## src/sv/tdcp_pkg.sv

```systemverilog
// shared types, constants and keyword tables of the text drive command parser
// used by tdcp_parse, tdcp_result and text_drive_command_parser; no dependencies
package tdcp_pkg;

    // message length limit and the byte counter that saturates at it
    localparam int MAX_MESSAGE_BYTES = 256;
    localparam int CNT_W = $clog2(MAX_MESSAGE_BYTES + 1);

    // stream widths
    localparam int TDATA_W = 72;
    localparam int TUSER_W = 3;

    // command kinds
    localparam logic [2:0] KIND_NONE     = 3'd0;
    localparam logic [2:0] KIND_FORWARD  = 3'd1;
    localparam logic [2:0] KIND_BACKWARD = 3'd2;
    localparam logic [2:0] KIND_LEFT     = 3'd3;
    localparam logic [2:0] KIND_RIGHT    = 3'd4;
    localparam logic [2:0] KIND_STOP     = 3'd5;
    localparam logic [2:0] KIND_SPEED    = 3'd6;
    localparam logic [2:0] KIND_ANGLE    = 3'd7;

    // configuration register indexes
    localparam logic [1:0] CFG_MAX_SPEED    = 2'd0;
    localparam logic [1:0] CFG_STEER_LEFT   = 2'd1;
    localparam logic [1:0] CFG_STEER_RIGHT  = 2'd2;
    localparam logic [1:0] CFG_STEER_CENTER = 2'd3;

    localparam logic [14:0] MAX_SPEED_RESET = 15'd800;

    // keyword table: angle:, speed:, forward, backward, left, right, stop
    localparam int NUM_WORDS = 7;
    localparam logic [7:0] WORD_TEXT [0:6][0:7] = '{
        '{"a", "n", "g", "l", "e", ":", 8'd0, 8'd0},
        '{"s", "p", "e", "e", "d", ":", 8'd0, 8'd0},
        '{"f", "o", "r", "w", "a", "r", "d", 8'd0},
        '{"b", "a", "c", "k", "w", "a", "r", "d"},
        '{"l", "e", "f", "t", 8'd0, 8'd0, 8'd0, 8'd0},
        '{"r", "i", "g", "h", "t", 8'd0, 8'd0, 8'd0},
        '{"s", "t", "o", "p", 8'd0, 8'd0, 8'd0, 8'd0}
    };
    localparam logic [3:0] WORD_LEN [0:6] = '{4'd6, 4'd6, 4'd7, 4'd8, 4'd4, 4'd5, 4'd4};
    localparam logic [2:0] WORD_KIND [0:6] = '{
        KIND_ANGLE, KIND_SPEED, KIND_FORWARD, KIND_BACKWARD, KIND_LEFT, KIND_RIGHT, KIND_STOP
    };

    // link prefix, padded with zero bytes (a zero byte never reaches the prefix check)
    localparam logic [7:0] IPD_TEXT [0:7] = '{"+", "I", "P", "D", ",", 8'd0, 8'd0, 8'd0};
    localparam logic [2:0] IPD_LEN = 3'd5;

    // configuration registers as seen by the result stage
    typedef struct packed {
        logic [14:0] max_speed;
        logic [13:0] steer_left;
        logic [13:0] steer_right;
        logic [13:0] steer_center;
    } t_cfg;

    // end-of-message summary from the parser to the result stage
    typedef struct packed {
        logic        valid;
        logic [2:0]  kind;
        logic        negative;
        logic [15:0] magnitude;
    } t_msg;

endpackage

```

## src/sv/tdcp_parse.sv

```systemverilog
// per-byte parse state: white space skip, link prefix, keyword match, number scan
// depends on tdcp_pkg (keyword tables, t_msg)
module tdcp_parse (
    input  logic             i_clk,
    input  logic             i_rst_n,
    input  logic             i_accept,
    input  logic [7:0]       i_byte,
    input  logic             i_last,
    output tdcp_pkg::t_msg   o_msg
);

    typedef enum logic [2:0] {
        PH_LEAD, PH_PREFIX, PH_COLON, PH_TRIM, PH_WORD, PH_NUM_LEAD, PH_NUM_DIGITS, PH_NUM_DONE
    } t_phase;

    localparam logic [tdcp_pkg::CNT_W-1:0] MAX_CNT =
        tdcp_pkg::CNT_W'(tdcp_pkg::MAX_MESSAGE_BYTES);

    t_phase                      r_phase, n_phase;
    logic [2:0]                  r_prefix_pos, n_prefix_pos;
    logic [6:0]                  r_alive, n_alive;
    logic [3:0]                  r_kpos, n_kpos;
    logic                        r_ended, n_ended;
    logic [15:0]                 r_mag, n_mag;
    logic                        r_neg, n_neg;
    logic [tdcp_pkg::CNT_W-1:0]  r_count, n_count;

    logic [6:0]                  w_alive;
    logic [3:0]                  w_kpos;
    logic                        w_to_num;
    logic                        apply_word;
    logic                        is_digit;
    logic [19:0]                 mag_x10;
    logic [tdcp_pkg::CNT_W-1:0]  cnt_inc;
    logic [2:0]                  kind;

    // keyword matcher step for the current byte
    always_comb begin
        w_alive = '0;
        for (int k = 0; k < tdcp_pkg::NUM_WORDS; k++) begin
            if (r_alive[k]) begin
                if (r_kpos < tdcp_pkg::WORD_LEN[k]) begin
                    if (tdcp_pkg::WORD_TEXT[k][r_kpos[2:0]] == i_byte) begin
                        w_alive[k] = 1'b1;
                    end
                end else if (k >= 2 && i_byte <= 8'd32) begin
                    w_alive[k] = 1'b1;
                end
            end
        end
        w_kpos   = (r_kpos == 4'd15) ? r_kpos : r_kpos + 4'd1;
        w_to_num = (|w_alive[1:0]) && (w_kpos == 4'd6);
    end

    // decimal accumulate, times ten by shift and add
    assign is_digit = (i_byte >= "0") && (i_byte <= "9");
    assign mag_x10  = {1'b0, r_mag, 3'b000} + {3'b000, r_mag, 1'b0} + {16'd0, i_byte[3:0]};
    assign cnt_inc  = (r_count < MAX_CNT) ? r_count + 1'b1 : r_count;

    // next parse state
    always_comb begin
        n_phase      = r_phase;
        n_prefix_pos = r_prefix_pos;
        n_alive      = r_alive;
        n_kpos       = r_kpos;
        n_ended      = r_ended;
        n_mag        = r_mag;
        n_neg        = r_neg;
        n_count      = r_count;
        apply_word   = 1'b0;
        if (i_accept && !r_ended) begin
            if (i_byte == 8'd0) begin
                n_ended = 1'b1;
            end else begin
                n_count = cnt_inc;
                if (cnt_inc < MAX_CNT) begin
                    unique case (r_phase)
                        PH_LEAD: begin
                            if (i_byte == 8'd13 || i_byte == 8'd10 || i_byte == 8'd32 ||
                                i_byte == 8'd9) begin
                                n_phase = r_phase;
                            end else if (i_byte == "+") begin
                                n_phase      = PH_PREFIX;
                                n_prefix_pos = 3'd1;
                            end else if (i_byte <= 8'd32) begin
                                n_phase = PH_TRIM;
                            end else begin
                                n_phase    = PH_WORD;
                                apply_word = 1'b1;
                            end
                        end
                        PH_PREFIX: begin
                            if (r_prefix_pos < tdcp_pkg::IPD_LEN &&
                                tdcp_pkg::IPD_TEXT[r_prefix_pos] == i_byte) begin
                                n_prefix_pos = r_prefix_pos + 3'd1;
                                if (r_prefix_pos + 3'd1 == tdcp_pkg::IPD_LEN) begin
                                    n_phase = PH_COLON;
                                end
                            end else begin
                                n_phase = PH_WORD;
                                n_alive = '0;
                            end
                        end
                        PH_COLON: begin
                            if (i_byte == ":") begin
                                n_phase = PH_TRIM;
                            end
                        end
                        PH_TRIM: begin
                            if (i_byte > 8'd32) begin
                                n_phase    = PH_WORD;
                                apply_word = 1'b1;
                            end
                        end
                        PH_WORD: begin
                            apply_word = 1'b1;
                        end
                        PH_NUM_LEAD: begin
                            if (i_byte == 8'd32 || (i_byte >= 8'd9 && i_byte <= 8'd13)) begin
                                n_phase = r_phase;
                            end else if (i_byte == "+" || i_byte == "-") begin
                                n_neg   = (i_byte == "-");
                                n_phase = PH_NUM_DIGITS;
                            end else if (is_digit) begin
                                n_mag   = {12'd0, i_byte[3:0]};
                                n_phase = PH_NUM_DIGITS;
                            end else begin
                                n_phase = PH_NUM_DONE;
                            end
                        end
                        PH_NUM_DIGITS: begin
                            if (is_digit) begin
                                n_mag = (mag_x10 > 20'd65535) ? 16'hFFFF : mag_x10[15:0];
                            end else begin
                                n_phase = PH_NUM_DONE;
                            end
                        end
                        PH_NUM_DONE: begin
                            n_phase = r_phase;
                        end
                        default: begin
                            n_phase = r_phase;
                        end
                    endcase
                    if (apply_word) begin
                        n_alive = w_alive;
                        n_kpos  = w_kpos;
                        if (w_to_num) begin
                            n_alive = {5'd0, w_alive[1:0]};
                            n_phase = PH_NUM_LEAD;
                        end
                    end
                end
            end
        end
    end

    // command kind from the state after the last byte
    always_comb begin
        kind = tdcp_pkg::KIND_NONE;
        if (n_count < MAX_CNT) begin
            if (n_phase == PH_WORD) begin
                for (int k = 2; k < tdcp_pkg::NUM_WORDS; k++) begin
                    if (n_alive[k] && n_kpos >= tdcp_pkg::WORD_LEN[k]) begin
                        kind = tdcp_pkg::WORD_KIND[k];
                    end
                end
            end else if (n_phase >= PH_NUM_LEAD) begin
                kind = n_alive[0] ? tdcp_pkg::KIND_ANGLE : tdcp_pkg::KIND_SPEED;
            end
        end
    end

    assign o_msg.valid     = i_accept && i_last;
    assign o_msg.kind      = kind;
    assign o_msg.negative  = n_neg;
    assign o_msg.magnitude = n_mag;

    // parse state, cleared after each message
    always_ff @(posedge i_clk) begin
        if (!i_rst_n || (i_accept && i_last)) begin
            r_phase      <= PH_LEAD;
            r_prefix_pos <= '0;
            r_alive      <= '1;
            r_kpos       <= '0;
            r_ended      <= 1'b0;
            r_mag        <= '0;
            r_neg        <= 1'b0;
            r_count      <= '0;
        end else begin
            r_phase      <= n_phase;
            r_prefix_pos <= n_prefix_pos;
            r_alive      <= n_alive;
            r_kpos       <= n_kpos;
            r_ended      <= n_ended;
            r_mag        <= n_mag;
            r_neg        <= n_neg;
            r_count      <= n_count;
        end
    end

    // parse state is back at its start after every message end
    a_clear_after_end: assert property (@(posedge i_clk) disable iff (!i_rst_n)
        i_accept && i_last |=> r_phase == PH_LEAD && r_count == '0 && !r_ended)
        else $error("parse state not cleared after message end");

    // byte counter saturates at the limit
    a_count_bound: assert property (@(posedge i_clk) disable iff (!i_rst_n)
        r_count <= MAX_CNT)
        else $error("byte counter above message limit");

endmodule

```

## src/sv/tdcp_result.sv

```systemverilog
// result stage: duty computation, speed and angle stores, output register with a second slot
// depends on tdcp_pkg (t_msg, t_cfg, command kinds)
module tdcp_result (
    input  logic                          i_clk,
    input  logic                          i_rst_n,
    input  tdcp_pkg::t_msg                i_msg,
    input  tdcp_pkg::t_cfg                i_cfg,
    input  logic                          i_m_tready,
    output logic                          o_ready,
    output logic                          o_m_tvalid,
    output logic [tdcp_pkg::TDATA_W-1:0]  o_m_tdata,
    output logic [tdcp_pkg::TUSER_W-1:0]  o_m_tuser
);

    logic                          r_valid;
    logic [tdcp_pkg::TDATA_W-1:0]  r_tdata, n_tdata;
    logic [tdcp_pkg::TUSER_W-1:0]  r_tuser;
    logic                          r_skid_valid;
    logic [tdcp_pkg::TDATA_W-1:0]  r_skid_tdata;
    logic [tdcp_pkg::TUSER_W-1:0]  r_skid_tuser;
    logic signed [15:0]            r_speed, n_speed;
    logic signed [16:0]            r_angle, n_angle;

    logic                          out_held;
    logic [16:0]                   mag_neg;
    logic signed [15:0]            value;
    logic signed [16:0]            value_x, max_x, clamped;
    logic signed [17:0]            angle_sum;
    logic                          motor_upd, steer_upd;
    logic signed [15:0]            motor;
    logic signed [16:0]            steer;

    // saturated signed number
    always_comb begin
        mag_neg = (i_msg.magnitude > 16'd32768) ? 17'd32768 : {1'b0, i_msg.magnitude};
        if (i_msg.negative) begin
            value = 16'(-mag_neg);
        end else begin
            value = (i_msg.magnitude > 16'd32767) ? 16'sd32767 : i_msg.magnitude;
        end
        value_x = {value[15], value};
        max_x   = {2'b00, i_cfg.max_speed};
        if (value_x > max_x) begin
            clamped = max_x;
        end else if (value_x < -max_x) begin
            clamped = -max_x;
        end else begin
            clamped = value_x;
        end
        angle_sum = {4'd0, i_cfg.steer_left} + {4'd0, i_cfg.steer_right} - {{2{value[15]}}, value};
    end

    // duties and store updates per command kind
    always_comb begin
        motor_upd = 1'b0;
        steer_upd = 1'b0;
        motor     = '0;
        steer     = '0;
        n_angle   = r_angle;
        case (i_msg.kind)
            tdcp_pkg::KIND_FORWARD: begin
                motor_upd = 1'b1;
                motor     = {1'b0, i_cfg.max_speed};
            end
            tdcp_pkg::KIND_BACKWARD: begin
                motor_upd = 1'b1;
                motor     = -{1'b0, i_cfg.max_speed};
            end
            tdcp_pkg::KIND_LEFT: begin
                steer_upd = 1'b1;
                steer     = {3'd0, i_cfg.steer_left};
                n_angle   = steer;
            end
            tdcp_pkg::KIND_RIGHT: begin
                steer_upd = 1'b1;
                steer     = {3'd0, i_cfg.steer_right};
                n_angle   = steer;
            end
            tdcp_pkg::KIND_STOP: begin
                motor_upd = 1'b1;
                steer_upd = 1'b1;
                steer     = {3'd0, i_cfg.steer_center};
                n_angle   = steer;
            end
            tdcp_pkg::KIND_SPEED: begin
                motor_upd = 1'b1;
                motor     = clamped[15:0];
            end
            tdcp_pkg::KIND_ANGLE: begin
                steer_upd = 1'b1;
                steer     = angle_sum[16:0];
                n_angle   = {value[15], value};
            end
            default: begin
                motor_upd = 1'b0;
            end
        endcase
        n_speed = motor_upd ? motor : r_speed;
        n_tdata = {4'd0, n_angle, n_speed, steer, steer_upd, motor, motor_upd};
    end

    // output register waiting on the m side; input stalls only while the second slot is full
    assign out_held   = r_valid && !i_m_tready;
    assign o_ready    = !r_skid_valid;
    assign o_m_tvalid = r_valid;
    assign o_m_tdata  = r_tdata;
    assign o_m_tuser  = r_tuser;

    // stores, output register and second slot
    always_ff @(posedge i_clk) begin
        if (!i_rst_n) begin
            r_valid      <= 1'b0;
            r_skid_valid <= 1'b0;
            r_speed      <= '0;
            r_angle      <= '0;
        end else begin
            if (i_msg.valid) begin
                r_speed <= n_speed;
                r_angle <= n_angle;
            end
            if (out_held) begin
                if (i_msg.valid) begin
                    r_skid_valid <= 1'b1;
                end
            end else if (r_skid_valid) begin
                r_valid      <= 1'b1;
                r_skid_valid <= 1'b0;
            end else begin
                r_valid <= i_msg.valid;
            end
        end
        if (out_held) begin
            if (i_msg.valid) begin
                r_skid_tdata <= n_tdata;
                r_skid_tuser <= i_msg.kind;
            end
        end else if (r_skid_valid) begin
            r_tdata <= r_skid_tdata;
            r_tuser <= r_skid_tuser;
        end else if (i_msg.valid) begin
            r_tdata <= n_tdata;
            r_tuser <= i_msg.kind;
        end
    end

    // an ignored message applies nothing
    a_none_no_update: assert property (@(posedge i_clk) disable iff (!i_rst_n)
        r_valid && r_tuser == tdcp_pkg::KIND_NONE |-> !r_tdata[0] && !r_tdata[17])
        else $error("ignored message carries an update");

    // unused duty fields read as zero
    a_idle_duty_zero: assert property (@(posedge i_clk) disable iff (!i_rst_n)
        r_valid |-> (r_tdata[0] || r_tdata[16:1] == '0) && (r_tdata[17] || r_tdata[34:18] == '0))
        else $error("duty field nonzero without update");

    // a finished message always leaves the output register valid on the next cycle
    a_msg_to_out: assert property (@(posedge i_clk) disable iff (!i_rst_n)
        i_msg.valid |=> r_valid)
        else $error("message end did not load the output register");

    // no message ends while the second slot is full
    a_skid_no_overwrite: assert property (@(posedge i_clk) disable iff (!i_rst_n)
        r_skid_valid |-> !i_msg.valid)
        else $error("message end while both output slots are full");

endmodule

```

## src/sv/text_drive_command_parser.sv

```systemverilog
// top level of the text drive command parser: stream ports, configuration registers
// depends on tdcp_pkg, tdcp_parse and tdcp_result
//
// Takes one message byte per transfer on the s side (tlast marks the last byte) and
// gives one result transfer per message on the m side. The parse state updates in
// the cycle of the transfer and the result of a message is computed from the final
// state in that same cycle, so bytes can stream back to back and the result appears
// on the m side in the cycle after the last byte when the output register is free.
// The output stage holds two results: a result that finds the output register still
// waiting on the m side goes into a second slot, and the s side stalls (tready low,
// driven from a register) only while that second slot is full.
// Configuration writes are always taken and must only happen while no message is in
// progress.
module text_drive_command_parser (
    input  logic                          i_clk,
    input  logic                          i_rst_n,
    // input byte stream
    input  logic                          i_s_tvalid,
    output logic                          o_s_tready,
    input  logic [7:0]                    i_s_tdata,   // [7:0] in_byte
    input  logic                          i_s_tlast,   // msg_end
    // result stream
    output logic                          o_m_tvalid,
    input  logic                          i_m_tready,
    // [0] motor_update, [16:1] motor_duty, [17] steer_update, [34:18] steer_duty,
    // [50:35] speed_now, [67:51] angle_now, [71:68] zero
    output logic [tdcp_pkg::TDATA_W-1:0]  o_m_tdata,
    output logic [tdcp_pkg::TUSER_W-1:0]  o_m_tuser,   // [2:0] cmd_kind
    // configuration writes
    input  logic                          i_cfg_valid,
    output logic                          o_cfg_ready,
    input  logic [1:0]                    i_cfg_index,
    input  logic [14:0]                   i_cfg_data
);

    tdcp_pkg::t_cfg  r_cfg;
    tdcp_pkg::t_msg  msg;
    logic            ready;
    logic            in_xfer;

    assign o_cfg_ready = 1'b1;
    assign o_s_tready  = ready;
    assign in_xfer     = i_s_tvalid && ready;

    // configuration registers
    always_ff @(posedge i_clk) begin
        if (!i_rst_n) begin
            r_cfg.max_speed    <= tdcp_pkg::MAX_SPEED_RESET;
            r_cfg.steer_left   <= '0;
            r_cfg.steer_right  <= '0;
            r_cfg.steer_center <= '0;
        end else if (i_cfg_valid) begin
            unique case (i_cfg_index)
                tdcp_pkg::CFG_MAX_SPEED:    r_cfg.max_speed    <= i_cfg_data;
                tdcp_pkg::CFG_STEER_LEFT:   r_cfg.steer_left   <= i_cfg_data[13:0];
                tdcp_pkg::CFG_STEER_RIGHT:  r_cfg.steer_right  <= i_cfg_data[13:0];
                tdcp_pkg::CFG_STEER_CENTER: r_cfg.steer_center <= i_cfg_data[13:0];
                default:                    r_cfg.max_speed    <= r_cfg.max_speed;
            endcase
        end
    end

    tdcp_parse u_parse (
        .i_clk    (i_clk),
        .i_rst_n  (i_rst_n),
        .i_accept (in_xfer),
        .i_byte   (i_s_tdata),
        .i_last   (i_s_tlast),
        .o_msg    (msg)
    );

    tdcp_result u_result (
        .i_clk      (i_clk),
        .i_rst_n    (i_rst_n),
        .i_msg      (msg),
        .i_cfg      (r_cfg),
        .i_m_tready (i_m_tready),
        .o_ready    (ready),
        .o_m_tvalid (o_m_tvalid),
        .o_m_tdata  (o_m_tdata),
        .o_m_tuser  (o_m_tuser)
    );

endmodule
```

## config.mk

```make
export PLATFORM = sky130hd
export DESIGN_NAME = text_drive_command_parser
export DESIGN_NICKNAME = d
export VERILOG_FILES = /design/src/sv/tdcp_pkg.sv /design/src/sv/tdcp_parse.sv /design/src/sv/tdcp_result.sv /design/src/sv/text_drive_command_parser.sv
export SDC_FILE = /design/constraint.sdc
export NUM_CORES = 1
export LEC_CHECK = 0
export BUFFER_PORTS_ARGS = -buffer_cell sky130_fd_sc_hd__buf_2
export CAP_MARGIN = 5
export CORE_MARGIN = 1
export CORE_UTILIZATION = 55
export CTS_CLUSTER_SIZE = 24
export DETAILED_ROUTE_END_ITERATION = 10
export MAX_ROUTING_LAYER = met4
export PLACE_DENSITY_LB_ADDON = 0.2
export SLEW_MARGIN = 20
export SYNTH_ARGS = -nofsm -noshare
export SYNTH_HDL_FRONTEND = slang
export SYNTH_SLANG_ARGS = --single-unit
```

## constraint.sdc

```tcl
create_clock -name i_clk -period 8.4 [get_ports i_clk]
set_input_delay 1.26 -clock i_clk [delete_from_list [all_inputs] [get_ports i_clk]]
set_output_delay 1.26 -clock i_clk [all_outputs]
set_load 0.005 [all_outputs]
```

# ---- After elaboration in Yosys (flattened, before gate mapping)
# Memories as Yosys holds them, arrays and structs flattened.
# Cells that the tools add are included.
dict set report classes {
  n_lt_le_gt_ge 27
  eq_ne 39
  n_reduce_logical 42
  mux 122
  n_addsub 10
  n_bitwise 4
}
# operator n
set op_table {}
lappend op_table {{2-to-1 mux 16 bit} 14}
lappend op_table {{2-to-1 mux 68 bit} 2}
lappend op_table {{one-hot mux 17 bit (4 select lines)} 2}
lappend op_table {{2-to-1 mux 8 bit} 16}
lappend op_table {{2-to-1 mux 3 bit} 25}
lappend op_table {{== test 8 bit} 8}
lappend op_table {{2-to-1 mux 7 bit} 7}
lappend op_table {{one-hot mux 16 bit (3 select lines)} 1}
lappend op_table {{2-to-1 mux 1 bit} 41}
lappend op_table {{== test 8 x 6 -> 1 bit, second input constant} 4}
lappend op_table {{one-hot mux 16 bit (2 select lines)} 1}
lappend op_table {{== test 3 bit, second input constant} 9}
lappend op_table {{less-than comparator 9 bit, second input constant} 3}
lappend op_table {{2-to-1 mux 9 bit} 3}
lappend op_table {{== test 8 x 4 -> 1 bit, second input constant} 3}
lappend op_table {{adder 19 x 17 -> 20 bit} 1}
lappend op_table {{adder 20 x 4 -> 20 bit} 1}
lappend op_table {{greater-than comparator 20 x 16 -> 1 bit, second input constant} 1}
lappend op_table {{2-to-1 mux 4 bit} 5}
lappend op_table {{one-hot mux 3 bit (6 select lines)} 1}
lappend op_table {{less-than comparator 16 x 17 -> 1 bit} 1}
lappend op_table {{negation 15 -> 17 bit} 1}
lappend op_table {{subtractor 16 x 16 -> 17 bit} 1}
lappend op_table {{greater-than comparator 16 x 15 -> 1 bit, second input constant} 1}
lappend op_table {{other kinds (44)} 92}
dict set report totals {
  reg_bits 278
  romBits 512
  output_inout_bits 78
  memories 8
}
# name words word_bits rd rd_clocked_by_memory_dff wr line_no
set mem_list {}
lappend mem_list {{(no name shown)} 8 8 1 0 0 tdcp_parse.sv:94} ;# tdcp_pkg::IPD_TEXT[r_prefix_pos] == i_byte) begin
lappend mem_list {{(no name shown)} 8 8 1 0 0 tdcp_parse.sv:43} ;# if (tdcp_pkg::WORD_TEXT[k][r_kpos[2:0]] == i_byte) begin
lappend mem_list {{(no name shown)} 8 8 1 0 0 tdcp_parse.sv:43}
lappend mem_list {{(no name shown)} 8 8 1 0 0 tdcp_parse.sv:43}
lappend mem_list {{(no name shown)} 8 8 1 0 0 tdcp_parse.sv:43}
lappend mem_list {{(no name shown)} 8 8 1 0 0 tdcp_parse.sv:43}
lappend mem_list {{2 more memories} n/a n/a n/a n/a n/a n/a}

# ---- Longest topological paths before layout
dict set report logic_depth {
  word_depth 29
  depth_mapped 34
  ltp_nobuf 32
}

# ---- Cells and area by module
# A second synthesis with hierarchy kept.
dict set report hier_totals {
  cells_unflattened 1966
  hier_area_um2 18084.8
}
# module cells_each seq_area_each_um2 n_inst area_each_um2
set by_module_without_submodules {}
lappend by_module_without_submodules {tdcp_result 1091 4964.8 1 10899.2}
lappend by_module_without_submodules {tdcp_parse 664 880.8 1 5014.8}
lappend by_module_without_submodules {text_drive_command_parser 211 1141.1 1 2170.8}

# ---- Least setup slack after synthesis
# Ideal clock, no wire load.
dict set report synth_timing {
  path_type {in2reg}
  start {input port i_s_tdata[3]}
  end {register u_result.r_tdata, in the netlist u_result.o_m_tdata[38], data pin}
  stages 33
  path_slack_ps -116
  setup_ps 260
  n_path_buf 3
  arrival_time_ps 8256
  cell_sequence {fa_1 -> fa_1 -> a211oi_1 -> o21ai_2 -> o21ai_1 -> a22oi_1 -> mux2i_1 -> a31oi_1 -> nor2_1 -> clkbuf_1 -> clkbuf_1 -> nand2b_1 -> ha_1 -> o21ai_0 -> o21ai_0 -> a31oi_1 -> mux2i_1 -> o21ai_1 -> inv_1 -> ha_1 -> a21oi_1 -> nor2b_1 -> o21ai_0 -> nand2b_1 -> a221o_1 -> o21ai_0 -> a21oi_1 -> o22ai_1 -> clkbuf_1 -> mux2_2 -> a221o_1 -> a21o_1 -> mux2_2}
}
dict set report synth_via {
  word_cells_on_any_way 149
  classes_between {add/sub: 2; order compare: 17; eq/ne: 20; mux: 93; reduce/logical: 17}
}
# item line_no
set synth_rtl {}
lappend synth_rtl {{start: declaration} text_drive_command_parser.sv:20} ;# input logic [7:0] i_s_tdata,
lappend synth_rtl {{parallel branches: the longest is 23 deep, another holds adder 20 x 4 -> 20 bit} n/a}
lappend synth_rtl {{one-hot mux 16 bit (3 select lines) (*)} tdcp_result.sv:60} ;# case (i_msg.kind)
lappend synth_rtl {{named net u_result.motor[3]} tdcp_result.sv:30} ;# logic signed [15:0] motor;
lappend synth_rtl {{2-to-1 mux 16 bit (*)} tdcp_result.sv:98} ;# n_speed = motor_upd ? motor : r_speed;
lappend synth_rtl {{named net u_result.n_speed[3]} tdcp_result.sv:21} ;# logic signed [15:0] r_speed, n_speed;
lappend synth_rtl {{2-to-1 mux 68 bit (*)} tdcp_result.sv:140} ;# end else if (i_msg.valid) begin
lappend synth_rtl {{2-to-1 mux 68 bit (*)} tdcp_result.sv:137} ;# end else if (r_skid_valid) begin
lappend synth_rtl {{end signal: assignment} tdcp_result.sv:138} ;# r_tdata <= r_skid_tdata;
lappend synth_rtl {{end signal: assignment} tdcp_result.sv:141} ;# r_tdata <= n_tdata;
lappend synth_rtl {{end: declaration} tdcp_result.sv:16} ;# logic [tdcp_pkg::TDATA_W-1:0] r_tdata, n_tdata;
# Mark *: on every way through the listed nets, which the timed path passes. The select of a mux whose other input is x is not followed.
# A chain may end at the register's enable or synchronous reset.

# ---- Worst setup path in the final report
dict set report layout_timing {
  start {input port i_s_tdata[3]}
  end {register u_result.r_tdata, in the netlist u_result.o_m_tdata[7], data pin}
}
dict set report layout_via {
  elab_chain_cells 26
  word_cells_on_any_way 145
  classes_between {add/sub: 2; order compare: 17; eq/ne: 19; mux: 91; reduce/logical: 16}
}
# item line_no
set layout_lines {}
lappend layout_lines {{parallel branches: the longest is 23 deep, another holds adder 20 x 4 -> 20 bit} n/a}
lappend layout_lines {{one-hot mux 16 bit (3 select lines) (*)} tdcp_result.sv:60}
lappend layout_lines {{named net u_result.motor[6]} tdcp_result.sv:30}
lappend layout_lines {{2-to-1 mux 68 bit (*)} tdcp_result.sv:140}
lappend layout_lines {{2-to-1 mux 68 bit (*)} tdcp_result.sv:137}
# Marked as above.

==> flow_results.xml <==
<?xml version="1.0" encoding="UTF-8"?>
<metrics>
  <group name="drt">
    <metric name="vias_per_std_cell" unit="">6.176</metric>
    <metric name="dr.first_iter.drc_count" unit="">1485</metric>
    <metric name="routed-via-count" unit="">15510</metric>
    <metric name="ant_nets" unit="">0</metric>
    <metric name="met2_length" unit="um">22580</metric>
    <metric name="m1_wl" unit="um">24090</metric>
    <metric name="drt_wl_total" unit="um">51200</metric>
    <metric name="drcViolationCount" unit="">0</metric>
    <metric name="wl_met3" unit="um">3541</metric>
    <metric name="maxUsedRoutingLayer" unit="">met4</metric>
    <metric name="drt_pass1_iterations" unit="">6</metric>
    <metric name="routed_wire_length_per_instance" unit="um">20.38</metric>
  </group>
  <group name="timing">
    <metric name="timing.hold.ws" unit="ns">0.4550</metric>
    <metric name="unrepaired_setup_endpoints_after_global_routing" unit="">false</metric>
    <metric name="worst_clock_skew" unit="ns">0.01774</metric>
    <metric name="finalWorstPathRequiredPeriod" unit="ns">7.793</metric>
    <metric name="report.final.hold_viol_count" unit="">0</metric>
    <metric name="relSlewSlack" unit="">0.2915</metric>
    <metric name="max_clock_freq" unit="MHz">128.3</metric>
    <metric name="setup_viol" unit="">0</metric>
    <metric name="drv_slew" unit="">0</metric>
    <metric name="fin_tns_setup" unit="ns">0</metric>
    <metric name="fin_crit_sh" unit="">0.9277</metric>
    <metric name="worst_slew_pin_slew" unit="ns">1.059</metric>
  </group>
  <group name="synthesis">
    <metric name="synth_top_cell_area_share" unit="">0.2371</metric>
    <metric name="synth_seq_cells" unit="">278</metric>
    <metric name="synth_flop_cell" unit="">sky130_fd_sc_hd__edfxtp_1</metric>
    <metric name="synthesis.area_per_instance" unit="sq um">9.135</metric>
    <metric name="top_cells_by_area_synth" unit="">sky130_fd_sc_hd__edfxtp_1, sky130_fd_sc_hd__dfxtp_1, sky130_fd_sc_hd__ha_1, sky130_fd_sc_hd__nand2_1, sky130_fd_sc_hd__mux2_2</metric>
    <metric name="synth_cell_types" unit="">110</metric>
    <metric name="netlist_instances" unit="">1969</metric>
    <metric name="synth-warning-count" unit="">0</metric>
    <metric name="mappedNetlistArea" unit="sq um">17990</metric>
    <metric name="synth_edf_count" unit="">142</metric>
    <metric name="synth_seq_area_share" unit="">0.3884</metric>
    <metric name="yosysTopAreaCell" unit="">sky130_fd_sc_hd__edfxtp_1</metric>
    <metric name="postSynth.asyncResetShare" unit="">0</metric>
  </group>
  <group name="placement">
    <metric name="portBuffers" unit="">103</metric>
    <metric name="post-place-cells" unit="">2456</metric>
    <metric name="dpl.hpwl" unit="um">37940</metric>
    <metric name="place.gp.congestion" unit="">0.9768</metric>
    <metric name="dpl-instance-area" unit="sq um">19030</metric>
  </group>
  <group name="finish">
    <metric name="final_nets" unit="">2195</metric>
    <metric name="layout.area.seq" unit="sq um">6987</metric>
    <metric name="area_delta_synth_final" unit="%">11.21</metric>
    <metric name="fillCellCount" unit="">2766</metric>
    <metric name="n_antenna_cell" unit="">0</metric>
    <metric name="post-route-cell-area" unit="sq um">20000</metric>
    <metric name="final-instance-count-excl-fill" unit="">2512</metric>
    <metric name="drive_above_1_share" unit="">0.1627</metric>
    <metric name="multi_input_comb_area" unit="sq um">10140</metric>
  </group>
  <group name="power_and_ir_drop">
    <metric name="irDropWorstVdd" unit="mV">0.1349</metric>
    <metric name="post-layout-total-power" unit="mW">3.103</metric>
    <metric name="leakage" unit="nW">8.113</metric>
    <metric name="power-per-cell-area" unit="nW/um^2">155.1</metric>
  </group>
  <group name="clock_network">
    <metric name="cts.clk_slew.worst_paths" unit="ns">0.06</metric>
    <metric name="clock_tree_from_tritoncts" unit="">yes</metric>
    <metric name="clock-sinks" unit="">278</metric>
    <metric name="cts_buffers" unit="">30</metric>
    <metric name="cts-hold-fix-buffers" unit="">0</metric>
    <metric name="clock_latency" unit="ns">0.57</metric>
    <metric name="cts_root_buffer" unit="">sky130_fd_sc_hd__clkbuf_16</metric>
    <metric name="cts_max_level" unit="">1</metric>
    <metric name="max-clock-path-buffers" unit="">3</metric>
  </group>
  <group name="global_route">
    <metric name="grt_use_total" unit="">0.3161</metric>
    <metric name="grt_max_degree" unit="">83</metric>
    <metric name="grt_antenna_before_repair" unit="">0</metric>
    <metric name="globalRoute.totalOverflow" unit="">0</metric>
    <metric name="first_global_vias" unit="">14580</metric>
    <metric name="grt_pass1_wl" unit="um">81350</metric>
  </group>
  <group name="setup_path">
    <metric name="critical_path_class" unit="">input port to register</metric>
    <metric name="crit_path_buffers_inverters" unit="">3</metric>
    <metric name="worstPathMaxFanout" unit="">10</metric>
    <metric name="critical-path-top-delay-family" unit="">compound AO/OA/AOI/OAI gates</metric>
    <metric name="critical_path.slowest_cell" unit="">sky130_fd_sc_hd__fa_1</metric>
    <metric name="worst-endpoint-arrival" unit="ns">8.23</metric>
    <metric name="worst_path_largest_cell_delay" unit="ns">0.52</metric>
    <metric name="critical_path_required" unit="ns">8.84</metric>
    <metric name="critPathLaunchType" unit="">input port</metric>
    <metric name="worstSetupEndpointType" unit="">register</metric>
  </group>
  <group name="floorplanning">
    <metric name="die_outline_height" unit="um">182.8</metric>
    <metric name="core-area" unit="sq um">31880</metric>
    <metric name="floorplan.die.width" unit="um">182.8</metric>
    <metric name="fp.dieArea" unit="sq um">33430</metric>
    <metric name="row_count" unit="">65</metric>
    <metric name="io_pins" unit="">109</metric>
    <metric name="initial_standard_cell_utilization_of_the_core" unit="">0.5642</metric>
  </group>
  <group name="min_path">
    <metric name="min_path_type" unit="">register to register</metric>
  </group>
  <group name="flow_run">
    <metric name="cap_violations" unit="">0</metric>
  </group>
  <group name="outcome">
    <metric name="run_status" unit="">complete, no violations</metric>
  </group>
</metrics>
-- report_power, final --
part	leakage (nW)	switching, mW	internal (mW)	total [mW]
Sequential	2.40	0.0285	1.46	1.49
Combinational	5.25	0.232	0.144	0.376
Clock	0.462	0.545	0.691	1.24
-- synth_stat cells (all sizes together), types with 13 or more instances --
cell type	instances
o21a	15
a31oi	29
mux2	56
nor2b	19
clkbuf	74
nand2	242
mux2i	17
a211oi	13
o21ai	98
nand4	21
ha	107
nor3	29
xnor2	60
o21bai	13
nor3b	13
and3	25
and2	22
o211ai	20
a22o	14
o22ai	14
edfxtp	142
a21oi	121
nor2	138
or3	15
inv	94
dfxtp	136
buf	50
xor2	27
nand3	39
nand2b	22
a21o	23
a21boi	66
-- placed cells by master (no fill, tap or decap), drive strengths merged, types with 14 or more instances in the layout --
master,netlist,final
nand2,242,242
buf,50,173
edfxtp,142,142
nor2,138,138
dfxtp,136,136
a21oi,121,121
ha,107,107
o21ai,98,98
inv,94,96
a21boi,66,66
xnor2,60,60
mux2,56,56
clkbuf,74,41
nand3,39,39
a31oi,29,29
nor3,29,29
xor2,27,27
and3,25,25
a21o,23,23
nand2b,22,22
and2,22,22
nand4,21,21
o211ai,20,20
nor2b,19,19
mux2i,17,17
or3,15,15
o21a,15,15
o22ai,14,14
a22o,14,14
-- worst min-delay path: cells and delay by family, from the launching register on --
family          cells  cell delay, ns
simple gates        1            0.04
compound gates      1            0.06
flops               1            0.32
-- registers in the layout (all words and copies together), names as in the netlist, 7 cells and up --
| name | cells |
|---|---|
| u_result.r_angle | 17 |
| u_result.r_skid_tdata | 68 |
| u_parse.r_mag | 16 |
| u_parse.r_alive | 7 |
| u_result.o_m_tdata | 68 |
| u_parse.r_count | 9 |
| r_cfg | 57 |
| u_result.r_speed | 16 |
-- layout make-up --
| class | instances | area share |
|---|---|---|
| Clock buffer | 41 | 0.04109 |
| Clock inverter | 15 | 0.005629 |
| Inverter | 94 | 0.01764 |
| Multi-Input combinational cell | 1476 | 0.5071 |
| Sequential cell | 278 | 0.3493 |
| Tap cell | 435 | 0.02721 |
| Timing Repair Buffer | 173 | 0.05204 |
-- repair_timing --
item	in CTS	in global routing
gates resized for setup	0	5
endpoints found under the setup margin	0	21
buffers inserted	0	0
-- cell families after synthesis --
group | share of synthesized area
AOI/OAI and AO/OA | 0.2221
xor gates and xnor gates | 0.04236
adders and majority gates | 0.07888
buffers and inverters | 0.05154
DFF | 0.3884
muxes | 0.04473
other | 0.0004175
and+or+nand+nor | 0.1715
-- final timing paths --
path / from / endpoint / slack, ns / cells after the start
hold reg to reg: u_result.r_speed[7] / u_result.r_speed[7] / 0.45 / 2
hold / removal: u_result.r_speed[7] / u_result.r_speed[7] / 0.45 / 2
setup / recovery: i_s_tdata[3] / u_result.o_m_tdata[7] / 0.61 / 33
setup reg to reg: u_parse.r_mag[0] / u_result.o_m_tdata[7] / 1.01 / 32
-- routing by layer --
metal | track usage | up-vias
met2 | 0.4750 | 578
li1 | - | 7397
met5 | - | -
met3 | 0.04011 | 71
met4 | 0.06600 | 0
met1 | 0.4565 | 7468
-- stage by stage --
| stage | setup slack (ns) | util |
|---|---|---|
| after floorplan | 0.06316 | - |
| after global routing | 0.1094 | 0.6275 |
| final | 0.6069 | 0.6275 |
| after detailed placement | -0.09434 | 0.5970 |
| after CTS | 0.4677 | 0.6263 |
| after global placement | 0.1315 | 0.5970 |
No activity file was read; power rests on OpenSTA's default activity.
